==> src/design/lz77d_fifo.sv <==
// small register fifo used for the command queue and the result queue
// depends on nothing
module lz77d_fifo #(
	parameter type T = logic [7:0],
	parameter int DEPTH = 4
) (
	input logic clk,
	input logic arst_n,
	input logic wr,
	input T wdata,
	input logic rd,
	output T rdata,
	output logic full,
	output logic empty
);

	localparam int AW = (DEPTH > 1) ? $clog2(DEPTH) : 1;

	T slots_q [DEPTH];
	logic [AW-1:0] wptr_q;
	logic [AW-1:0] rptr_q;
	logic [AW:0] cnt_q;
	logic do_wr;
	logic do_rd;

	assign full = (cnt_q == (AW+1)'(DEPTH));
	assign empty = (cnt_q == '0);
	assign do_wr = wr && !full;
	assign do_rd = rd && !empty;
	assign rdata = slots_q[rptr_q];

	// storage
	always_ff @(posedge clk) begin
		if (do_wr) begin
			slots_q[wptr_q] <= wdata;
		end
	end

	// pointers and fill count
	always_ff @(posedge clk or negedge arst_n) begin
		if (!arst_n) begin
			wptr_q <= '0;
			rptr_q <= '0;
			cnt_q <= '0;
		end else begin
			if (do_wr) begin
				wptr_q <= (wptr_q == AW'(DEPTH - 1)) ? '0 : wptr_q + 1'b1;
			end
			if (do_rd) begin
				rptr_q <= (rptr_q == AW'(DEPTH - 1)) ? '0 : rptr_q + 1'b1;
			end
			if (do_wr && !do_rd) begin
				cnt_q <= cnt_q + 1'b1;
			end else if (do_rd && !do_wr) begin
				cnt_q <= cnt_q - 1'b1;
			end
		end
	end

endmodule

==> config.mk <==
export PLATFORM = sky130hd
export DESIGN_NAME = lz77d_fifo
export DESIGN_NICKNAME = d
export VERILOG_FILES = /design/src/design/lz77d_fifo.sv
export SDC_FILE = /design/constraint.sdc
export NUM_CORES = 1
export LEC_CHECK = 0
export BUFFER_PORTS_ARGS = -buffer_cell sky130_fd_sc_hd__buf_4
export CAP_MARGIN = 40
export CORE_UTILIZATION = 42
export CTS_CLUSTER_DIAMETER = 200
export DETAILED_ROUTE_END_ITERATION = 7
export GPL_TIMING_DRIVEN = 0
export PLACE_DENSITY = 0.7
export SLEW_MARGIN = 15
export SYNTH_ARGS = -nofsm -noshare
export SYNTH_HDL_FRONTEND = slang
export SYNTH_SLANG_ARGS = --single-unit
==> constraint.sdc <==
create_clock -name clk -period 2.15 [get_ports clk]
set_input_delay 0.215 -clock clk [delete_from_list [all_inputs] [get_ports clk]]
set_output_delay 0.215 -clock clk [all_outputs]
set_load 0.02 [all_outputs]
==> results.py <==
metrics = {
    "outcome": {
        "status": "finished, final reports clean",
    },
    "clock_tree": {
        "cts_max_level": 2,
        "holdBufCountCts": 1,
        "cts_made_buffers": 5,
        "clock-root-buffer": "clkbuf_8",
        "postCtsSetupRepairBufs": 0,
        "clkTransAtPathRegs_ns": 0.07,
        "worst_skew_pair.late_latency_ns": 0.29,
        "cts_tree": "done",
        "clockBufferDepth": 2,
        "cts_sinks": 39,
        "ctsResizeCount": 0,
    },
    "cells_and_area": {
        "num-nets-final": 127,
        "drive_gt1_share_pct": 46.8,
        "n_antenna_cell": 0,
        "areaGrowthSynthToFinish_pct": 21.0,
        "fillers": 315,
    },
    "pwr": {
        "vdd_ir_drop_max_v": 0.000670,
        "leakage_nw": 0.742,
        "power_switching_share_pct": 31.0,
        "finalPower_mw": 2.75,
        "p_switching_uw": 853,
        "power_density_mw_per_mm2": 1400,
        "pwr-share-seq_pct": 41.2,
        "p_clk_share_pct": 20.9,
        "power_frac_comb_pct": 37.9,
        "intPower_mw": 1.90,
    },
    "floorplan": {
        "core_sq_mm": 0.00369,
        "io_pins": 22,
        "start_util_pct": 43.9,
        "die_w_um": 64.1,
        "row_count": 22,
        "dieArea_sq_mm": 0.00411,
        "fp.dieH_um": 64.1,
    },
    "logic_synthesis": {
        "synth_cells": 79,
        "synth_top_flop_cell": "edfxtp_1",
        "synth_top_cells_by_area": "edfxtp_1 (59%), mux4_2 (11%), dfrtp_1 (11%), ha_1 (4.6%), mux2_2 (2.1%)",
        "yosysMostFrequentCell": "edfxtp_1",
        "synthTopCellsByCount": "edfxtp_1 (32), mux4_2 (8), dfrtp_1 (7)",
        "synth_area_sq_mm": 0.00162,
        "synth_nets": 98,
        "yosysTopAreaCell": "edfxtp_1",
        "synthArstFlopShare_pct": 17.9,
        "synth-seq-area-share_pct": 70.1,
        "yosys_warnings": 0,
        "synth_area_per_cell_sq_um": 20.5,
        "synth-edff-count": 32,
        "ys_types": 19,
        "ys_ff_latch": 39,
        "synth_top_area_share_pct": 59.3,
    },
    "timing": {
        "slew_violations": 0,
        "tightest_slew_ns": 0.547,
        "finalCriticalPeriod_ns": 1.96,
        "rsz0062_at_grt": "false",
        "maxSlewHeadroom_pct": 63.6,
        "fin_crit_sh_pct": 91.1,
        "hold_viol": 0,
        "finalSetupViolations": 0,
        "finalClockSkew_ns": 0.0100,
        "max_clock_freq_mhz": 510,
        "finalSetupTns_ns": 0,
    },
    "grt": {
        "grtUsageTotal_pct": 13.7,
        "antenna_found_initial": 0,
        "grt_pass1_wl_um": 3900,
        "overflow": 0,
        "grt_max_degree": 13,
        "grt_pass1_vias": 805,
    },
    "route": {
        "drt_iter0_markers": 37,
        "via_per_inst": 4.92,
        "wire_per_inst_um": 15.0,
        "dr_total_vias": 772,
        "ant_nets": 0,
        "wl_um": 2350,
        "route.detailed.drc": 0,
        "first_pass_iters": 4,
    },
    "placed_design": {
        "hpwl_um": 1670,
        "place_congestion": 0.746,
        "portBuffers": 21,
    },
    "critical_path": {
        "crit_type": "register to register",
        "arrival_ns": 2.14,
        "critPathLaunchType": "register",
        "cp.required_ns": 2.33,
        "crit_buf_inv": 2,
        "crit_fanout": 7,
        "worst_setup_path_end_kind": "register",
        "cpLargestDelayFamily": "adder cells",
        "crit_path_max_incr_delay_ns": 0.45,
        "critPathSlowestCell": "dfrtp_1",
        "crit_chain": "nor3b_4 > nor2b_2 > buf_6 > ha_1 > inv_1 > fa_1 > mux2_2",
    },
    "min_path": {
        "hold_class": "input pin to register",
    },
    "job": {
        "maxCapViolations": 0,
    },
}
per-stage QoR:
stage	std cells	worst slack, ns	hold WS (ns)	utilization [%]	area (sq um)
floorplan	79	0.0662	-0.0806	-	1630
global placement	148	0.217	0.0341	50.0	1840
detailed placement	148	0.191	0.0387	50.0	1840
CTS	157	0.179	0.115	53.2	1960
global route	157	0.0705	0.114	53.2	1960
finish	157	0.190	0.120	53.2	1960
power groups by stage:
stage / clock [mW] / sequential (mW) / combinational (mW)
final: 0.574 / 1.13 / 1.04
after global routing: 0.615 / 1.16 / 1.14
after CTS: 0.589 / 1.14 / 1.07
after detailed placement: 0 / 1.15 / 1.06
after global placement: 0 / 1.14 / 1.03
after floorplan: 0 / 1.12 / 0.747
layout by cell type, fill, tap and decap left out:
cell / n
edfxtp_1: 32
buf_4: 21
mux4_2: 8
dfrtp_1: 7
ha_1: 6
clkbuf_8: 5
and2_2: 4
inv_1: 3
mux2_2: 3
nor2_1: 3
mux2_4: 2
xor2_1: 2
nor3b_4: 1
nor2b_2: 1
buf_6: 1
nor3_2: 1
buf_2: 1
buf_1: 1
nand2b_4: 1
xnor2_1: 1
fa_1: 1
bufinv_16: 1
clkinv_2: 1
clkinv_1: 1
dlygate4sd3_1: 1
final timing paths:
path	start	end	slack [ns]	depth (start not counted)
max	cnt_q[1]$_DFFE_PN0P_	cnt_q[1]$_DFFE_PN0P_	0.19	7
min	wdata[3]	slots_q[2][3]$_DFFE_PP_	0.12	1
max reg2reg	cnt_q[1]$_DFFE_PN0P_	cnt_q[1]$_DFFE_PN0P_	0.19	7
min reg2reg	cnt_q[2]$_DFFE_PN0P_	cnt_q[2]$_DFFE_PN0P_	0.52	1
max in group asynchronous	arst_n	wptr_q[1]$_DFFE_PN0P_	1.75	2
min in group asynchronous	arst_n	cnt_q[0]$_DFFE_PN0P_	0.26	2
worst register-to-register path, stage by stage, from the launching register on:
cell,delay (ns)
dfrtp_1,0.45
nor3b_4,0.24
nor2b_2,0.06
buf_6,0.13
ha_1,0.22
inv_1,0.07
fa_1,0.40
mux2_2,0.27
cell families after synthesis:
| group | after synthesis | share of synthesized area [%] |
|---|---|---|
| muxes | 13 | 15.1 |
| adders and majority gates | 7 | 5.87 |
| buffers and inverters | 6 | 1.93 |
| and+or+nand+nor | 11 | 5.41 |
| DFF | 39 | 70.1 |
| xor gates and xnor gates | 3 | 1.62 |
area by class of cell:
cell class	count	area [sq um]	share of cell area, %
plain buffers	3	20.0	1.02
clock buffers	5	68.8	3.51
clock inverters	3	38.8	1.98
inverters	3	11.3	0.574
multi-input cells	34	458	23.4
flip-flops and latches	39	1140	57.9
well taps	48	60.1	3.06
repair buffers	22	168	8.55
layer usage:
layer | share of wire, % | global-route usage (%)
met1 | 40 | 15.4
met4 | 2.2 | 6.67
met2 | 52 | 22.3
met3 | 5.4 | 5.89
met5 | 0 | 0
registers in the layout, indices dropped and copies added, names as in the netlist:
name,count
rptr_q,2
wptr_q,2
slots_q,32
cnt_q,3
(Power assumes the default switching activity.)
