File: src/design/lz77d_pkg.sv
// package for the lz77 token decompressor
// types, constants and command codes shared by the front, back and top level
// no dependencies
package lz77d_pkg;

	localparam int WindowBytesDefault = 65536;
	localparam int Lanes = 8;
	localparam int CmdDepth = 4;
	localparam int OutDepth = 2;

	localparam logic [8:0] MinMatch = 9'd3;
	localparam logic [16:0] MaxMatch = 17'd258;
	localparam logic [7:0] TagMatch = 8'h80;
	localparam logic [29:0] LimitReset = 30'd536870912;

	// status codes
	localparam logic [2:0] StRun = 3'd0;
	localparam logic [2:0] StOk = 3'd1;
	localparam logic [2:0] StTrunc = 3'd2;
	localparam logic [2:0] StDist = 3'd3;
	localparam logic [2:0] StLimit = 3'd4;
	localparam logic [2:0] StLong = 3'd5;

	typedef enum logic [1:0] {
		CMD_EMPTY,
		CMD_LIT,
		CMD_MATCH
	} cmd_kind_t;

	// one work command from front to back
	typedef struct packed {
		cmd_kind_t kind;
		logic [7:0] data;
		logic [8:0] len;
		logic [15:0] distance;
		logic [2:0] status;
		logic restart;
	} cmd_t;

	// one output chunk
	typedef struct packed {
		logic [Lanes-1:0][7:0] bytes;
		logic [3:0] count;
		logic run_last;
		logic [2:0] status;
	} result_t;

endpackage

File: src/design/lz77d_front.sv
// front parser: accepts compressed bytes, runs the checks, issues commands
// depends on lz77d_pkg
module lz77d_front import lz77d_pkg::*; #(
	parameter int WINDOW_BYTES = WindowBytesDefault
) (
	input logic clk,
	input logic arst_n,
	input logic accept,
	input logic [7:0] in_byte,
	input logic in_last,
	input logic cfg_wr,
	input logic [29:0] cfg_data,
	output cmd_t cmd
);

	typedef enum logic [2:0] {
		PH_TAG,
		PH_LIT,
		PH_LEN_LO,
		PH_LEN_HI,
		PH_DIST_LO,
		PH_DIST_HI
	} phase_t;

	localparam logic [30:0] Window = 31'(WINDOW_BYTES);

	phase_t phase_q, phase_d;
	logic [6:0] lit_left_q, lit_left_d;
	logic [15:0] len_field_q, len_field_d;
	logic [7:0] dist_lo_q, dist_lo_d;
	logic [29:0] produced_q, produced_d;
	logic err_q, err_d;
	logic [2:0] err_code_q, err_code_d;
	logic [29:0] max_out_q;

	logic [16:0] match_len;
	logic [15:0] match_dist;
	logic [30:0] lit_sum;
	logic [30:0] match_sum;
	logic do_fail;
	logic [2:0] fail_code;
	logic restart;

	assign match_len = 17'(len_field_q) + 17'(MinMatch);
	assign match_dist = {in_byte, dist_lo_q};
	assign lit_sum = 31'(produced_q) + 31'(in_byte);
	assign match_sum = 31'(produced_q) + 31'(match_len);

	// parse one byte, classify it and build its command
	always_comb begin
		phase_d = phase_q;
		lit_left_d = lit_left_q;
		len_field_d = len_field_q;
		dist_lo_d = dist_lo_q;
		produced_d = produced_q;
		err_d = err_q;
		err_code_d = err_code_q;
		do_fail = 1'b0;
		fail_code = StRun;
		restart = in_last;
		cmd = '0;
		cmd.kind = CMD_EMPTY;
		cmd.status = in_last ? StOk : StRun;
		if (err_q) begin
			cmd.status = err_code_q;
		end else begin
			unique case (phase_q)
				PH_TAG: begin
					if (in_byte < TagMatch) begin
						if (in_byte == 8'd0) begin
							// empty run, nothing to do
						end else if (in_last) begin
							do_fail = 1'b1;
							fail_code = StTrunc;
						end else if (lit_sum > 31'(max_out_q)) begin
							do_fail = 1'b1;
							fail_code = StLimit;
						end else begin
							lit_left_d = in_byte[6:0];
							phase_d = PH_LIT;
						end
					end else if (in_last) begin
						do_fail = 1'b1;
						fail_code = StTrunc;
					end else begin
						phase_d = PH_LEN_LO;
					end
				end
				PH_LIT: begin
					if (in_last && lit_left_q > 7'd1) begin
						do_fail = 1'b1;
						fail_code = StTrunc;
					end else begin
						cmd.kind = CMD_LIT;
						cmd.data = in_byte;
						produced_d = produced_q + 30'd1;
						lit_left_d = lit_left_q - 7'd1;
						if (lit_left_q == 7'd1) begin
							phase_d = PH_TAG;
						end
					end
				end
				PH_LEN_LO: begin
					if (in_last) begin
						do_fail = 1'b1;
						fail_code = StTrunc;
					end else begin
						len_field_d = {8'd0, in_byte};
						phase_d = PH_LEN_HI;
					end
				end
				PH_LEN_HI: begin
					if (in_last) begin
						do_fail = 1'b1;
						fail_code = StTrunc;
					end else begin
						len_field_d = {in_byte, len_field_q[7:0]};
						phase_d = PH_DIST_LO;
					end
				end
				PH_DIST_LO: begin
					if (in_last) begin
						do_fail = 1'b1;
						fail_code = StTrunc;
					end else begin
						dist_lo_d = in_byte;
						phase_d = PH_DIST_HI;
					end
				end
				PH_DIST_HI: begin
					if (match_dist == 16'd0 || 30'(match_dist) > produced_q ||
							31'(match_dist) > Window) begin
						do_fail = 1'b1;
						fail_code = StDist;
					end else if (match_sum > 31'(max_out_q)) begin
						do_fail = 1'b1;
						fail_code = StLimit;
					end else if (match_len > MaxMatch) begin
						do_fail = 1'b1;
						fail_code = StLong;
					end else begin
						cmd.kind = CMD_MATCH;
						cmd.len = match_len[8:0];
						cmd.distance = match_dist;
						produced_d = match_sum[29:0];
						phase_d = PH_TAG;
					end
				end
				default: begin
					phase_d = PH_TAG;
				end
			endcase
			if (do_fail) begin
				cmd.status = fail_code;
				if (!in_last) begin
					err_d = 1'b1;
					err_code_d = fail_code;
				end
			end
		end
		// stream end returns the parse state to its reset values
		if (in_last) begin
			phase_d = PH_TAG;
			lit_left_d = '0;
			len_field_d = '0;
			dist_lo_d = '0;
			produced_d = '0;
			err_d = 1'b0;
			err_code_d = StRun;
		end
		cmd.restart = restart;
	end

	// parse state and limit register
	always_ff @(posedge clk or negedge arst_n) begin
		if (!arst_n) begin
			phase_q <= PH_TAG;
			lit_left_q <= '0;
			len_field_q <= '0;
			dist_lo_q <= '0;
			produced_q <= '0;
			err_q <= 1'b0;
			err_code_q <= StRun;
			max_out_q <= LimitReset;
		end else begin
			if (accept) begin
				phase_q <= phase_d;
				lit_left_q <= lit_left_d;
				len_field_q <= len_field_d;
				dist_lo_q <= dist_lo_d;
				produced_q <= produced_d;
				err_q <= err_d;
				err_code_q <= err_code_d;
			end
			if (cfg_wr) begin
				max_out_q <= cfg_data;
			end
		end
	end

endmodule

File: config.mk
export PLATFORM = sky130hd
export DESIGN_NAME = lz77d_front
export DESIGN_NICKNAME = d
export VERILOG_FILES = /design/src/design/lz77d_pkg.sv /design/src/design/lz77d_front.sv
export SDC_FILE = /design/constraint.sdc
export NUM_CORES = 1
export LEC_CHECK = 0
export BUFFER_PORTS_ARGS = -buffer_cell sky130_fd_sc_hd__buf_4
export CAP_MARGIN = 0
export CORE_UTILIZATION = 28
export CTS_CLUSTER_SIZE = 10
export DETAILED_ROUTE_END_ITERATION = 10
export SLEW_MARGIN = 10
export SYNTH_ARGS = -nofsm -noshare
export SYNTH_HDL_FRONTEND = slang
export SYNTH_SLANG_ARGS = --single-unit
File: constraint.sdc
create_clock -name clk -period 6.85 [get_ports clk]
set_clock_uncertainty 0.1 [all_clocks]
set_input_delay 0.685 -clock clk [delete_from_list [all_inputs] [get_ports clk]]
set_output_delay 0.685 -clock clk [all_outputs]
set_load 0.005 [all_outputs]
==> metrics, run 1 <==
worst vdd ir ~0.15 mV; num ports slightly above 80; Setup-failing EPs final 0; critical path class reg -> out; CP required 6.06 ns; pin count of the biggest net entering global routing 68; register bit total from synthesis between 90 and 100; slowest cell on the critical path dfrtp_1; TritonCTS buffer count 9; FP Rows 66; WP buf/inv 6; Vert. Die Dim 184 um; crit-path max FO 10; Longest Clk Path Bufs 2; CTS tree built; DRT Pass-1 Iters 7; syn avg cell area between 7 and 8 sq um; WL/cell approximately 17 um; worst hold path type in -> async; final worst slack approximately 0.27 ns; pwr dens roughly 230 nW/um^2; Post-synth EDFFs 0; max incr delay on CP ~0.35 ns; GRT Total Usage ~17%; final hold viol count 0; CP Data Arrival Time about 5.8 ns; fin crit period between 6 and 7 ns; critical path launch point type flip-flop; Vias/cell approximately 5.3; GR Overflow Total 0; Unique masters post-synth slightly below 70; most used cell, CP buf_4; Crit. End Element output pin; port bufs just over 80; antenna violations before repair 0; Core Area approximately 33000 sq um; area fraction of the dominant cell type after synthesis about a quarter; mapped cell area just over 9000 sq um; CTS H-Tree Depth 3; Post-route DRC 0; Hold-fix buffers, CTS 0; CP top delay family simple AND/OR/NAND/NOR gates; status finished, final reports clean; root buffer cell clkbuf_16; fin cells roughly 1700; Max-Cap Viols 0; final net count 1400; top cells by area, synth dfrtp_1, ha_1, o21ai_0; chip width 184 um; n_diodes 0; GPL Wtd Cong 0.892; register area share after synthesis between 20% and 30%; Starting Density between 20% and 30%; vias in the first global route around 8400; first-pass GRT wire length 45700 um; Syn-to-layout area delta 17.6%; Final ANT Viol Nets 0; commonest cells in the synthesized netlist nand2_1, o21ai_0, ha_1, dfrtp_1, a21oi_1; Pleak 0.00485 uW; most common cell in the netlist nand2_1; Syn Nets 1333; Max Fclk ~0.15 GHz; number of max-slew violations in the final report 0; Synth area leader dfrtp_1; final wirelength approximately 30000 um; Final Util roughly 33%; Synth warnings 0; final period utilization 96.1%; Async SR Flop Fraction 100%; prevailing post-synth register cell dfrtp_1; Post-Place Worst Slack approximately 0.31 ns; ratio of cells with drive above 1 in the final layout 13.4%; actual slew at the worst max-slew pin 0.914 ns; HPWL Detailed ~22000 um; latest clock arrival within the worst-skew pair 0.37 ns; 1st-iter DRT viols 701; Mapped Cells roughly 1200; die footprint about 34000 sq um; clk sinks 98; routed vias 9000; placed cells between 1500 and 2000; Reg clk slew, reported paths approximately 0.08 ns; Rel. slew slack about 39%
-- cell type report --
type / count / area (sq um)
flip-flops and latches: 98 / 2450
clock inverters: 6 / 55.1
repair buffers: 112 / 848
well taps: 442 / 553
multi-input cells: 950 / 6440
fillers: 3450 / 21700
inverters: 77 / 289
clock buffers: 10 / 229
-- metrics by stage --
stage / cell area, sq um / total power [uW] / hold WS, ns / setup TNS (ns)
4_1_cts: 10600 / 2510 / 0.163 / 0
5_1_grt: 10900 / 2730 / 0.180 / -0.736
2_1_floorplan: 9240 / 1610 / 0.289 / 0
3_3_place_gp: 10400 / 1960 / 0.393 / 0
3_5_place_dp: 10400 / 1990 / 0.397 / 0
6_report: 10900 / 2540 / 0.153 / 0
-- cell usage in the layout (no fill, tap or decap), types with 4 or more instances in the layout --
cell type	synthesis	layout
inv_1	77	77
and3_1	19	17
a211o_1	4	4
nor2_1	72	70
xor2_1	23	23
nor3_1	31	28
xnor2_2	0	5
nand3_1	41	41
o31ai_1	7	6
or4_1	6	6
xnor2_1	44	39
and2_1	40	39
nor4_1	29	26
dfrtp_1	97	97
nand2b_1	8	8
or2_2	7	6
nand2_1	129	129
ha_1	107	105
clkbuf_16	0	9
o21ai_1	4	7
nand4_1	27	27
a21o_1	19	19
o211ai_1	5	5
a31oi_1	10	10
or3_1	5	5
a21oi_1	79	79
o21bai_1	4	4
mux2i_1	13	13
a22oi_1	7	7
o22ai_1	16	16
a211oi_1	13	10
nor2b_1	11	11
buf_4	1	110
o21ai_0	113	109
o21a_1	9	9
-- worst register-to-register path: cells and delay by family, from the launching register on --
kind	cells	cell delay, ns
simple gates	11	2.10
xor+xnor	2	0.22
fa+ha+maj	3	0.87
buf+inv	5	0.80
compound gates	7	1.64
flops	1	0.35
-- timing repair --
action	CTS	global route
setup buffers	0	8
resized for setup	2	36
pin swaps	0	14
setup endpoints to repair	27	32
-- flip-flops by register name, summed over array words and instances, names as in the netlist --
name / count
max_out_q: 30
produced_q: 30
len_field_q: 16
dist_lo_q: 8
lit_left_q: 7
err_code_q: 3
phase_q: 3
err_q: 1
-- final timing paths --
kind                                  end  cells after the start            from  slack (ns)
setup / recovery                  cmd[20]                     28  len_field_q[0]        0.27
hold / removal              lit_left_q[2]                      1          arst_n        0.15
setup reg to reg           produced_q[22]                     28  len_field_q[0]        0.63
hold reg to reg             err_code_q[1]                      1   err_code_q[1]        0.42
max in group asynchronous    max_out_q[2]                      2          arst_n        5.21
min in group clk            err_code_q[1]                      1   err_code_q[1]        0.42
-- power by group --
group | switching (uW) | internal (uW) | leakage, uW
registers | 153 | 680 | 0.00126
logic | 702 | 491 | 0.00345
clock network | 260 | 255 | 0.000140
-- cells by family after synthesis --
group                    Yosys count  synth area share [%]
AO/OA/AOI/OAI                    323                  21.5
XOR/XNOR                          67                  6.35
adder cells (fa/ha/maj)          109                  14.9
buffers and inverters            133                  5.49
flip-flops                        98                  26.6
multiplexers                      15                  1.65
AND/OR/NAND/NOR                  436                  23.6
-- routing by layer --
layer | wire, um | GRT usage [%] | vias to the layer above
li1 | - | - | 4385
met1 | 12900 | 22.5 | 4200
met2 | 13500 | 28.1 | 356
met3 | 1830 | 2.87 | 59
met4 | 1080 | 7.60 | 0
met5 | 0 | 0 | -
Note: power is estimated with default switching activity, not from simulation.
==> inputs of run 2 (changes only) <==
--- a/config.mk
+++ b/config.mk
@@ -6,11 +6,12 @@
 export NUM_CORES = 1
 export LEC_CHECK = 0
 export BUFFER_PORTS_ARGS = -buffer_cell sky130_fd_sc_hd__buf_4
-export CAP_MARGIN = 0
+export CAP_MARGIN = 30
+export CORE_MARGIN = 10
 export CORE_UTILIZATION = 28
 export CTS_CLUSTER_SIZE = 10
 export DETAILED_ROUTE_END_ITERATION = 10
-export SLEW_MARGIN = 10
+export SLEW_MARGIN = 20
 export SYNTH_ARGS = -nofsm -noshare
 export SYNTH_HDL_FRONTEND = slang
 export SYNTH_SLANG_ARGS = --single-unit
==> run 2 against run 1 <==
Global-route usage is 2.8 points lower. First-iteration DRC count is 11% lower. Largest power group unchanged. Register-to-register slack better by 0.16 ns. Largest cell class unchanged. Total power is 0.40% lower. Count of clock-buffer cells in the layout is 2 higher. Critical path depth is 3 lower. Final area hardly changed. Sequential power is 2% higher.
==> metrics, run 2 (synthesis results as in run 1) <==
routed vias between 8000 and 9000; Starting Density 28.4%; 1st-iter DRT viols around 630; vias in the first global route roughly 8600; ratio of cells with drive above 1 in the final layout around an eighth; Max-Cap Viols 0; worst hold path type in -> async; GR Overflow Total 0; chip width slightly above 200 um; final hold viol count 0; critical path launch point type flip-flop; final net count roughly 1400; latest clock arrival within the worst-skew pair roughly 0.37 ns; Reg clk slew, reported paths 0.08 ns; TritonCTS buffer count 9; Crit. End Element output pin; commonest non-fill, non-tap cells in the layout nand2_1, o21ai_0, ha_1; antenna violations before repair 0; Post-Place Worst Slack about 0.23 ns; Rel. slew slack 40.6%; R2R Setup Slk 0.79 ns; num ports slightly above 80; Final ANT Viol Nets 0; Vert. Die Dim approximately 200 um; critical path class reg -> out; Pleak approximately 0.0048 uW; CTS H-Tree Depth 3; Syn-to-layout area delta 17.5%; die footprint between 40000 and 50000 sq um; Post-route DRC 0; final wirelength just over 30000 um; Clk pwr share 20.5%; WL met3 around 1500 um; CP required 6.06 ns; CP Data Arrival Time between 5 and 6 ns; GRT Total Usage 14.5%; placed cells 1667; Hold-fix buffers, CTS 0; port bufs 81; HPWL Detailed about 23000 um; Setup-failing EPs final 0; root buffer cell clkbuf_16; first-pass GRT wire length 48100 um; Sw Pwr between 1000 and 1500 uW; Met1 Wirelength roughly 14000 um; pin count of the biggest net entering global routing 69; register share of total power approximately a third; n_diodes 0; clk sinks ~100; fin crit period around 6.5 ns; number of max-slew violations in the final report 0; actual slew at the worst max-slew pin between 0.8 and 0.9 ns; Core Area ~33000 sq um; final worst slack roughly 0.31 ns; pwr dens roughly 230 nW/um^2; Pint 1430 uW; FP Rows 66; DRT Pass-1 Iters 5; status finished, final reports clean; crit-path max FO 5; fin cells ~1700; Max Fclk roughly 0.15 GHz; Gate power share 45.9%; met2 WL approximately 14000 um; CTS tree built; Longest Clk Path Bufs 2; Largest regs max_out_q x30, produced_q x30, len_field_q x16; WL/cell between 15 and 20 um; setup_tns 0 ns; Top Metal Used met4; Vias/cell approximately 5.3; most common cell after layout, fill and taps aside nand2_1; GPL Wtd Cong around 0.91; Sw Ratio between 40% and 50%; final period utilization about 95%; worst vdd ir about 0.17 mV
-- run 2: cell types whose count changed in the layout (fill, tap and decap cells not counted), moves of 3 or more --
cell / before / now
a21oi_1: 79 / 76
a21oi_2: 0 / 3
buf_4: 110 / 106
inv_6: 3 / 0
-- run 2: power by group through the flow --
stage	registers (uW)	clock network [uW]	logic [uW]
after CTS	842	531	1130
after global placement	850	0	1100
after global routing	868	554	1300
after detailed placement	852	0	1120
final	849	520	1160
after floorplan	767	0	846
-- run 2: layout make-up --
class                   instances  area, sq um
clock buffers                  12          256
well taps                     442          553
inverters                      77          289
clock inverters                 4         35.0
repair buffers                109          838
multi-input cells             950         6430
fillers                      3496        21700
flip-flops and latches         98         2450
-- run 2: path summary, 6_finish.rpt --
path                           startpoint             end  cells past startpoint
max                        len_field_q[0]          cmd[1]                     25
min                                arst_n   lit_left_q[3]                      1
max reg2reg                len_field_q[0]  produced_q[24]                     23
min reg2reg                 err_code_q[1]   err_code_q[1]                      1
max in group asynchronous          arst_n   max_out_q[29]                      3
min in group clk            err_code_q[1]   err_code_q[1]                      1
-- run 2: worst max-delay path, cell delays in order (launching register included) --
cell	delay [ns]
dfrtp_1	0.36
inv_1	0.06
ha_1	0.25
nand4b_1	0.32
or2_2	0.37
xnor2_1	0.17
ha_1	0.35
o21ai_0	0.15
a21oi_1	0.21
o21a_1	0.17
o21ai_0	0.11
a211o_1	0.28
a211oi_1	0.16
buf_4	0.17
ha_1	0.24
nand4_1	0.17
o21ai_0	0.12
o21ai_1	0.22
o211ai_1	0.19
o21ai_2	0.35
buf_4	0.18
nand3_1	0.10
a21o_1	0.24
a21boi_0	0.13
o21ai_1	0.19
buf_4	0.13
-- run 2: what timing repair did --
action,in CTS,in global routing
gates resized for setup,2,38
buffers inserted,0,8
pin swaps,0,14
endpoints found under the setup margin,27,32
cloned,0,0
-- run 2: metal layers --
layer,up-vias,track usage [%]
li1,4387,-
met1,4305,18.9
met2,241,23.7
met3,52,2.52
met4,0,4.72
met5,-,0
-- run 2: stage by stage --
step / util (%) / power (uW) / hold slack, ns / instance area, sq um
floorplan: - / 1610 / 0.289 / 9240
global placement: 31.7 / 1950 / 0.393 / 10300
detailed placement: 31.7 / 1970 / 0.396 / 10300
CTS: 32.6 / 2500 / 0.156 / 10600
global route: 33.4 / 2720 / 0.173 / 10900
finish: 33.4 / 2530 / 0.146 / 10900
==> inputs of run 3 (changes only) <==
--- a/config.mk
+++ b/config.mk
@@ -7,8 +7,10 @@
 export LEC_CHECK = 0
 export BUFFER_PORTS_ARGS = -buffer_cell sky130_fd_sc_hd__buf_4
 export CAP_MARGIN = 30
+export CORE_ASPECT_RATIO = 1.25
 export CORE_MARGIN = 10
 export CORE_UTILIZATION = 28
+export CTS_BUF_LIST = sky130_fd_sc_hd__clkbuf_4
 export CTS_CLUSTER_SIZE = 10
 export DETAILED_ROUTE_END_ITERATION = 10
 export SLEW_MARGIN = 20
==> run 3 against run 2 <==
Combinational power is 7% higher. Wire length is 2.8% higher. First-iteration DRC count is 17% lower. Via count is 1.1% higher.
==> metrics, run 3 (synthesis results as in run 1) <==
vias in the first global route about 8900; Pint approximately 1300 uW; CP Data Arrival Time approximately 6 ns; antenna violations before repair 1; Gate power share ~50%; port bufs 81; final net count approximately 1400; Max-Cap Viols 0; WL/cell ~19 um; final wirelength roughly 31000 um; critical path class reg -> out; crit-path max FO 7; Rel. slew slack between 30% and 40%; placed cells approximately 1600; Pleak ~0.005 uW; chip width around 180 um; Vert. Die Dim roughly 220 um; final instance area 10900 sq um; Setup-failing EPs final 0; setup_tns 0 ns; register share of total power about a third; fin crit period between 6 and 7 ns; routed vias 9083; final period utilization about 97%; final hold viol count 0; commonest non-fill, non-tap cells in the layout nand2_1, buf_4, o21ai_0; Sw Pwr roughly 1100 uW; Max Fclk roughly 0.15 GHz; Vias/cell 5.40; Reg clk slew, reported paths 0.18 ns; final worst slack 0.201 ns; FP Rows 74; Core Area about 33000 sq um; dpl cell area between 10000 and 15000 sq um; CP required ~6 ns; pwr dens 222 nW/um^2; status finished, final reports clean; Post-route DRC 0; worst vdd ir between 0.1 and 0.15 mV; number of max-slew violations in the final report 0; CTS tree built; Starting Density roughly 28%; GR Overflow Total 0; HPWL Detailed around 24000 um; first-pass GRT wire length 49100 um; GPL Wtd Cong between 0.9 and 1; root buffer cell clkbuf_4; CTS H-Tree Depth 3; Longest Clk Path Bufs 2; Syn-to-layout area delta 18.4%; latest clock arrival within the worst-skew pair ~0.55 ns; num ports 82; R2R Setup Slk about 0.93 ns; Crit. End Element output pin; 1st-iter DRT viols between 500 and 600; pin count of the biggest net entering global routing 60; critical path launch point type flip-flop; fin cells 1681; ratio of cells with drive above 1 in the final layout ~16%; die footprint 40700 sq um; Largest regs max_out_q x30, produced_q x30, len_field_q x16; Sw Ratio a little under half; worst hold path type in -> async; TritonCTS buffer count 9; clk sinks 98; GRT Total Usage about 15%; most common cell after layout, fill and taps aside nand2_1; Post-Place Worst Slack roughly 0.13 ns; actual slew at the worst max-slew pin slightly above 0.9 ns; Final ANT Viol Nets 0; Clk pwr share approximately 14%; DRT Pass-1 Iters 5
-- run 3: what timing repair did --
action,4_1_cts,5_1_grt
endpoints found under the setup margin,28,28
pin swaps,2,26
buffers inserted,2,15
cloned,0,1
resized for setup,13,56
hold buffers,0,0
-- run 3: cell type report --
type	count	area (sq um)
well taps	418	523
flip-flops and latches	98	2460
diodes	1	2.50
inverters	77	289
fillers	3446	21700
repair buffers	122	962
clock inverters	6	66.3
clock buffers	9	67.6
multi-input cells	950	6560
-- run 3: final timing paths --
kind                                 from  cells after the start              to
max in group asynchronous          arst_n                      2  len_field_q[4]
hold reg to reg             lit_left_q[1]                      2   lit_left_q[1]
hold / removal                     arst_n                      1    dist_lo_q[1]
setup reg to reg           len_field_q[0]                     26  produced_q[24]
setup / recovery           len_field_q[0]                     26          cmd[5]
min in group clk             cfg_data[18]                      3   max_out_q[18]
-- run 3: stage by stage --
step           hold WS, ns  util [%]  total power, uW
6_report            0.0313      33.5             2430
5_1_grt             0.0553      33.5             2610
4_1_cts             0.0340      32.3             2360
3_5_place_dp         0.396      31.7             2010
3_3_place_gp         0.391      31.7             1980
2_1_floorplan        0.289         -             1610
-- run 3: metal layers --
| layer | vias to the layer above | track usage, % | wire, um |
|---|---|---|---|
| met3 | 69 | 1.91 | 1340 |
| li1 | 4418 | - | - |
| met5 | - | 0 | 0 |
| met2 | 287 | 26.6 | 15700 |
| met1 | 4309 | 17.3 | 13000 |
| met4 | 0 | 6.73 | 1360 |
-- run 3: critical path, cell delays in order, from the launching register on --
cell      delay, ns
dfrtp_1        0.39
inv_2          0.06
ha_4           0.17
nand4b_1       0.27
nor2_1         0.18
and3_1         0.18
xor2_1         0.07
ha_1           0.35
and4_4         0.25
nand2_2        0.07
a211oi_4       0.24
o31ai_2        0.13
o21ai_1        0.14
buf_4          0.20
nand3_4        0.09
xnor2_2        0.17
ha_1           0.30
nand4_1        0.22
nor4_4         0.39
nand3_1        0.12
and2_4         0.18
o21ai_4        0.08
buf_6          0.15
and3_4         0.19
and4_4         0.31
and2_1         0.26
buf_4          0.16
-- run 3: power by group through the flow --
| stage | logic [uW] | registers (uW) | clock network [uW] |
|---|---|---|---|
| 2_1_floorplan | 846 | 767 | 0 |
| 3_3_place_gp | 1140 | 839 | 0 |
| 3_5_place_dp | 1160 | 842 | 0 |
| 4_1_cts | 1180 | 831 | 354 |
| 5_1_grt | 1380 | 859 | 372 |
| 6_report | 1240 | 841 | 346 |
